### src/design/cte_pkg.sv
// Shared types, constants and saturation helpers for the Chebyshev transfer evaluator.
// Used by cte_x_map, cte_cell and chebyshev_transfer_evaluator. No dependencies.
package cte_pkg;

  localparam int NUM_TERMS  = 6;
  localparam int INDEX_BITS = 16;
  localparam int SLOT_W     = 16;
  localparam int IDX_W      = (INDEX_BITS < SLOT_W) ? INDEX_BITS : SLOT_W;
  localparam int Q_W        = 24;
  localparam int SUM_W      = 32;
  localparam int STEP_W     = 32;
  localparam int WIDE_W     = 48;
  localparam int CFG_IDX_W  = 4;
  localparam int CFG_DATA_W = 32;

  typedef enum logic [CFG_IDX_W-1:0] {
    CFG_X_STEP   = 4'd0,
    CFG_X_OFFSET = 4'd1,
    CFG_COEF_0   = 4'd2
  } cfg_reg_t;

  typedef logic signed [Q_W-1:0]    q16_t;
  typedef logic signed [SUM_W-1:0]  sum_t;
  typedef logic signed [WIDE_W-1:0] wide_t;

  localparam q16_t ONE_Q16      = 24'sd65536;
  localparam q16_t X_OFFSET_RST = -24'sd65536;
  localparam q16_t COEF_1_RST   = 24'sd65536;

  localparam wide_t Q16_MAX_W = 48'sd8388607;
  localparam wide_t Q16_MIN_W = -48'sd8388608;
  localparam wide_t SUM_MAX_W = 48'sd2147483647;
  localparam wide_t SUM_MIN_W = -48'sd2147483648;

  typedef struct packed {
    q16_t x;
    q16_t t_prev;
    q16_t t_cur;
    sum_t sum;
    logic flag;
  } tap_t;

  typedef struct packed {
    logic first;
    logic recur;
  } cell_ctl_t;

  function automatic q16_t sat_q16(wide_t v);
    q16_t r;
    if (v > Q16_MAX_W) begin
      r = Q16_MAX_W[Q_W-1:0];
    end else if (v < Q16_MIN_W) begin
      r = Q16_MIN_W[Q_W-1:0];
    end else begin
      r = v[Q_W-1:0];
    end
    return r;
  endfunction

  function automatic logic over_q16(wide_t v);
    return (v > Q16_MAX_W) || (v < Q16_MIN_W);
  endfunction

  function automatic sum_t sat_sum(wide_t v);
    sum_t r;
    if (v > SUM_MAX_W) begin
      r = SUM_MAX_W[SUM_W-1:0];
    end else if (v < SUM_MIN_W) begin
      r = SUM_MIN_W[SUM_W-1:0];
    end else begin
      r = v[SUM_W-1:0];
    end
    return r;
  endfunction

  function automatic logic over_sum(wide_t v);
    return (v > SUM_MAX_W) || (v < SUM_MIN_W);
  endfunction

  function automatic cell_ctl_t cell_ctl(int n);
    cell_ctl_t c;
    c.first = (n == 0);
    c.recur = (n >= 1) && (n + 1 < NUM_TERMS);
    return c;
  endfunction

endpackage

### src/design/cte_cell.sv
// One term cell: weights T(n) into the sum; T(n+1) is x in cell 0, none in the last,
// else by the recurrence. Depends on cte_pkg; chained at top level, two stages each.
module cte_cell (
  input  logic               clk,
  input  logic               rst_n,
  input  cte_pkg::cell_ctl_t ctl,
  input  cte_pkg::q16_t      coef,
  input  logic               in_valid,
  output logic               in_ready,
  input  cte_pkg::tap_t      in_tap,
  output logic               out_valid,
  input  logic               out_ready,
  output cte_pkg::tap_t      out_tap
);
  import cte_pkg::*;

  logic  a_valid_r;
  tap_t  a_tap_r;
  wide_t psum_r;
  wide_t prec_r;
  logic  b_valid_r;
  tap_t  b_tap_r;
  tap_t  b_tap_nxt;
  wide_t psum_rnd;
  wide_t sum_new;
  wide_t prec_rnd;
  wide_t rec_new;
  logic  a_en;
  logic  b_en;

  assign b_en     = !b_valid_r || out_ready;
  assign a_en     = !a_valid_r || b_en;
  assign in_ready = a_en;

  // The doubling of 2*x*T(n) is folded into a rounding shift by one bit less.
  assign psum_rnd = (psum_r + 48'sd32768) >>> 16;
  assign sum_new  = psum_rnd + WIDE_W'($signed(a_tap_r.sum));
  assign prec_rnd = (prec_r + 48'sd16384) >>> 15;
  assign rec_new  = prec_rnd - WIDE_W'($signed(a_tap_r.t_prev));

  always_comb begin
    b_tap_nxt.x      = a_tap_r.x;
    b_tap_nxt.t_prev = a_tap_r.t_cur;
    if (ctl.first) begin
      b_tap_nxt.t_cur = a_tap_r.x;
    end else if (ctl.recur) begin
      b_tap_nxt.t_cur = sat_q16(rec_new);
    end else begin
      b_tap_nxt.t_cur = a_tap_r.t_cur;
    end
    b_tap_nxt.sum  = sat_sum(sum_new);
    b_tap_nxt.flag = a_tap_r.flag || over_sum(sum_new) ||
                     (ctl.recur && over_q16(rec_new));
  end

  always_ff @(posedge clk) begin
    if (!rst_n) begin
      a_valid_r <= 1'b0;
      b_valid_r <= 1'b0;
    end else begin
      if (a_en) begin
        a_valid_r <= in_valid;
      end
      if (b_en) begin
        b_valid_r <= a_valid_r;
      end
    end
  end

  always_ff @(posedge clk) begin
    if (a_en) begin
      a_tap_r <= in_tap;
      psum_r  <= $signed(coef) * $signed(in_tap.t_cur);
      prec_r  <= $signed(in_tap.x) * $signed(in_tap.t_cur);
    end
    if (b_en) begin
      b_tap_r <= b_tap_nxt;
    end
  end

  assign out_valid = b_valid_r;
  assign out_tap   = b_tap_r;

  assert property (@(posedge clk) disable iff (!rst_n)
    (a_valid_r && b_en) |=> b_valid_r)
    else $error("cell lost an item between its stages");

endmodule

### config.mk
export PLATFORM = sky130hd
export DESIGN_NAME = cte_cell
export DESIGN_NICKNAME = d
export VERILOG_FILES = /design/src/design/cte_pkg.sv /design/src/design/cte_cell.sv
export SDC_FILE = /design/constraint.sdc
export NUM_CORES = 2
export LEC_CHECK = 0
export ABC_CLOCK_PERIOD_IN_PS = 8940
export BUFFER_PORTS_ARGS = -buffer_cell sky130_fd_sc_hd__clkbuf_2
export CAP_MARGIN = 10
export CORE_MARGIN = 2
export CORE_UTILIZATION = 35
export DETAILED_ROUTE_END_ITERATION = 12
export SLEW_MARGIN = 20
export SYNTH_ARGS = -nofsm -noshare
export SYNTH_HDL_FRONTEND = slang
export SYNTH_SLANG_ARGS = --single-unit
export TNS_END_PERCENT = 20
### constraint.sdc
create_clock -name clk -period 8.94 [get_ports clk]
set_input_delay 0 -clock clk [delete_from_list [all_inputs] [get_ports clk]]
set_output_delay 0 -clock clk [all_outputs]
set_load 0.02 [all_outputs]
-- After elaboration in Yosys (flattened, before gate mapping)
Index checks and enable logic that the tools add are counted.
- register bits: 308
- bits of input ports: 135
- output and inout port bits: 107
- add/subtract/negate cells: 4
- multiply operators: 2
- $lt $le $gt $ge: 4
- mux-type cells: 5
- reductions and logical operators: 9
- operator list (cell ; count):
    multiplier 24 x 24 -> 48 bit ; 2
    two-way mux 24 bit ; 4
    adder 48 x 16 -> 48 bit, second input constant ; 1
    adder 48 x 17 -> 48 bit, second input constant ; 1
    > comparator 34 x 24 -> 1 bit, second input constant ; 1
    less-than comparator 34 x 24 -> 1 bit, second input constant ; 1
    subtractor 33 x 24 -> 34 bit ; 1
    adder 32 x 32 -> 33 bit ; 1
    > comparator 33 x 32 -> 1 bit, second input constant ; 1
    less-than comparator 33 x 32 -> 1 bit, second input constant ; 1
    two-way mux 32 bit ; 1
    logical OR 1 bit ; 6
    logical NOT 1 bit ; 2
    logical AND 1 bit ; 1

-- Longest topological paths before layout
- depth after elaboration: 7
- depth in mapped cells: 28

-- Worst setup path before layout
Ideal clock, no wire load.
- kind: input -> register
- start point: input in_tap[33] (netlist name)
- end point: register psum_r[47], data pin
- library setup time: 260 ps
- arrival: 6653 ps
- data required time: 8680 ps
- setup slack: 2027 ps
- cell stages on the path: 26
- buffers on the path: 2
- cell sequence: buf_2 -> clkbuf_1 -> nand2_1 -> inv_1 -> fa_1 -> fa_1 -> inv_1 -> fa_1 -> fa_1 -> inv_1 -> fa_1 -> fa_1 -> inv_1 -> fa_1 -> inv_1 -> ha_1 -> a21o_1 -> a21o_1 -> a21o_1 -> a2111oi_2 -> o31a_1 -> o21ai_1 -> a221oi_1 -> o2111ai_1 -> a21oi_1 -> xnor2_1
- word-level cells in the longest chain between the ends: 1
- ends and longest elaborated chain (item ; line ; source):
    start, declared ; cte_cell.sv:10 ; input cte_pkg::tap_t in_tap,
    multiplier 24 x 24 -> 48 bit ; cte_cell.sv:73 ; psum_r <= $signed(coef) * $signed(in_tap.t_cur);
    end signal, assigned ; cte_cell.sv:73 ;
    end, declared ; cte_cell.sv:19 ; wide_t psum_r;
No other way between the ends.
A chain may end at the register's enable or synchronous reset.

-- Final worst setup path
- start point: input in_tap[47] (netlist name)
- end point: register psum_r[47], data pin
The elaborated chain is that of the path after synthesis.

==> flow_metrics.tcl <==
set metrics [dict create \
    grtUsageTotal_pct 18.9 \
    async_flop_share_pct 0 \
    status "finished, final reports clean" \
    start_kind "primary input" \
    yosys.area_share.simple_pct 13.6 \
    hpwl_um 116000 \
    grt_max_degree 116 \
    synth_xor_area_share_pct 3.34 \
    drv_slew 0 \
    insertion_delay_ns 0.57 \
    rows 145 \
    die_w_um 400 \
    grt_pass1_vias 41500 \
    fin_skew_ns 0.0272 \
    io_buffers 241 \
    drtPass1Iterations 5 \
    io_pins 242 \
    hold_class "in -> reg" \
    start_util_pct 35.2 \
    cts_buffers 34 \
    place_congestion 0.900 \
    synth_nets 7177 \
    drt_iter0_markers 2359 \
    synth_cell_types 81 \
    synth_edf_count 277 \
    hold_viol 0 \
    cts_setup_buffers 0 \
    path_clk_slew_ns 0.07 \
    cp_max_fo 35 \
    ant_nets 0 \
    synth_seq_area_share_pct 15.3 \
    worstPathArrival_ns 7.80 \
    worstMarginPinSlew_ns 1.12 \
    synth_top_family_by_area "adder cells" \
    synthAdderAreaFrac_pct 52.0 \
    maxSlewHeadroom_pct 25.1 \
    die_y_um 400 \
    synth_cells 5501 \
    period_minus_slack_ns 7.51 \
    grt_pass1_wl_um 234000 \
    drt_wl_total_um 146000 \
    drive_gt1_share_pct 6.98 \
    clock-root-buffer "clkbuf_16" \
    cp_slowest_stage_delay_ns 0.57 \
    grt-ovfl-total 0 \
    htree_levels 2 \
    cts_tree "yes" \
    ys_ff_latch 279 \
    coreArea_mm2 0.156 \
    synth.mux.area_fraction_pct 0.0753 \
    synth_area_mm2 0.0548 \
    post-route-period-util_pct 84.0 \
    synth_ff_type "edfxtp_1" \
    vias_per_cell 4.90 \
    tns_ns 0 \
    yosys_warnings 0 \
    setup.worst_path.class "in -> reg" \
    synth_compound_area_share_pct 5.43 \
    max_freq_ghz 0.133 \
    clockBufferDepth 3 \
    crit_slowest_cell "fa_1" \
    drcViolationCount 0 \
    worstSetupEndpointType "flip-flop" \
    syn2layout_area_growth_pct 9.49 \
    worst_path_most_repeated_cell "fa_1" \
    hold_buffers 68 \
    cp_data_required_time_ns 9.23 \
    rsz0062_at_grt "no" \
    routedWlPerCell_um 18.8 \
    max_cap_violations 0 \
    synth.avg_cell_area_um2 9.96 \
    cts_resized 0 \
    vias 37900 \
    fin_nets 7341 \
    setup_violations 0 \
    antenna_found_initial 4 \
    dieArea_mm2 0.160 \
    cts.sinks 279 \
]
-- flip-flops by register name (all words and copies together), names as in the netlist --
register,count
a_tap_r,105
a_valid_r,1
out_tap,105
out_valid,1
prec_r,34
psum_r,33
-- cell usage after synthesis (all sizes together) (60+ instances only) --
cell type	n	area, µm²
edfxtp	277	8320
xor2	60	533
nand2	669	2510
ha	327	4090
clkbuf	228	856
and2	531	3320
inv	1258	4720
o21ai	83	415
a21oi	153	845
xnor2	148	1300
nor2	104	390
fa	1214	24300
-- final cells by class --
class	count	area, µm²
clock buffer	39	891
antenna	1	2.50
inverter	1258	4720
fill	15300	95800
clock inverter	20	239
tap	2058	2570
multi-input combinational	3720	40800
sequential	279	8360
timing repair buffer	372	2430
-- cell usage in the layout, fill, tap and decap left out, drive strengths merged, types with 28 or more instances in the layout --
master / synthesis / routed
nand2b: 29 / 29
fa: 1214 / 1214
nand3: 56 / 56
edfxtp: 277 / 277
buf: 16 / 63
nor2: 104 / 104
inv: 1258 / 1264
o21ai: 83 / 83
clkbuf: 228 / 280
ha: 327 / 327
nand2: 669 / 669
a21o: 58 / 58
and2: 531 / 531
o22ai: 28 / 28
a21oi: 153 / 153
dlygate4sd3: 0 / 68
xor2: 60 / 60
xnor2: 148 / 148
-- metrics by stage --
| stage | utilization [%] | setup slack (ns) | hold slack [ns] | cells | area, µm² |
|---|---|---|---|---|---|
| floorplan | - | 2.03 | 0.0989 | 5501 | 54800 |
| global placement | 37.3 | 1.00 | 0.177 | 7619 | 58200 |
| detailed placement | 37.3 | 0.906 | 0.179 | 7619 | 58200 |
| CTS | 38.5 | 1.50 | 0.00618 | 7746 | 60000 |
| global route | 38.5 | 1.02 | 0.0192 | 7747 | 60000 |
| finish | 38.5 | 1.43 | 0.0397 | 7747 | 60000 |
-- final timing paths --
| path | startpoint | endpoint | slack, ns | cells after the start |
|---|---|---|---|---|
| worst min-delay path | in_tap[94] | a_tap_r[94] | 0.04 | 1 |
| worst max register to register | prec_r[24] | out_tap[33] | 2.94 | 20 |
| worst max-delay path | in_tap[47] | psum_r[47] | 1.43 | 25 |
| worst min register to register | a_tap_r[91] | out_tap[91] | 0.45 | 0 |
-- logic make-up (layout without fill, tap and decap cells) --
family                   after synthesis  count (layout)
flip-flops                           279             279
multiplexers                           4               4
AO/OA/AOI/OAI                        456             456
buffers and inverters               1502            1689
XOR/XNOR                             208             208
adder cells (fa/ha/maj)             1549            1549
AND/OR/NAND/NOR                     1503            1503
other                                  0               1
-- worst max-delay path: cells and delay by family --
family	cells	cell delay, ns
AO/OA/AOI/OAI	7	2.20
AND/OR/NAND/NOR	3	0.36
buffers and inverters	6	1.23
XOR/XNOR	1	0.09
adder cells (fa/ha/maj)	8	3.83
-- routing by layer --
metal / global-route usage [%] / up-vias / share of wire [%]
met5: 0 / - / 0.0076
met4: 5.42 / 2 / 3.2
met3: 1.90 / 182 / 5.1
met2: 33.7 / 975 / 52
met1: 24.2 / 19900 / 40
li1: - / 16900 / -
Power is not shown: default switching activity piles up to over one toggle a cycle in this logic, so the estimate is an artifact.
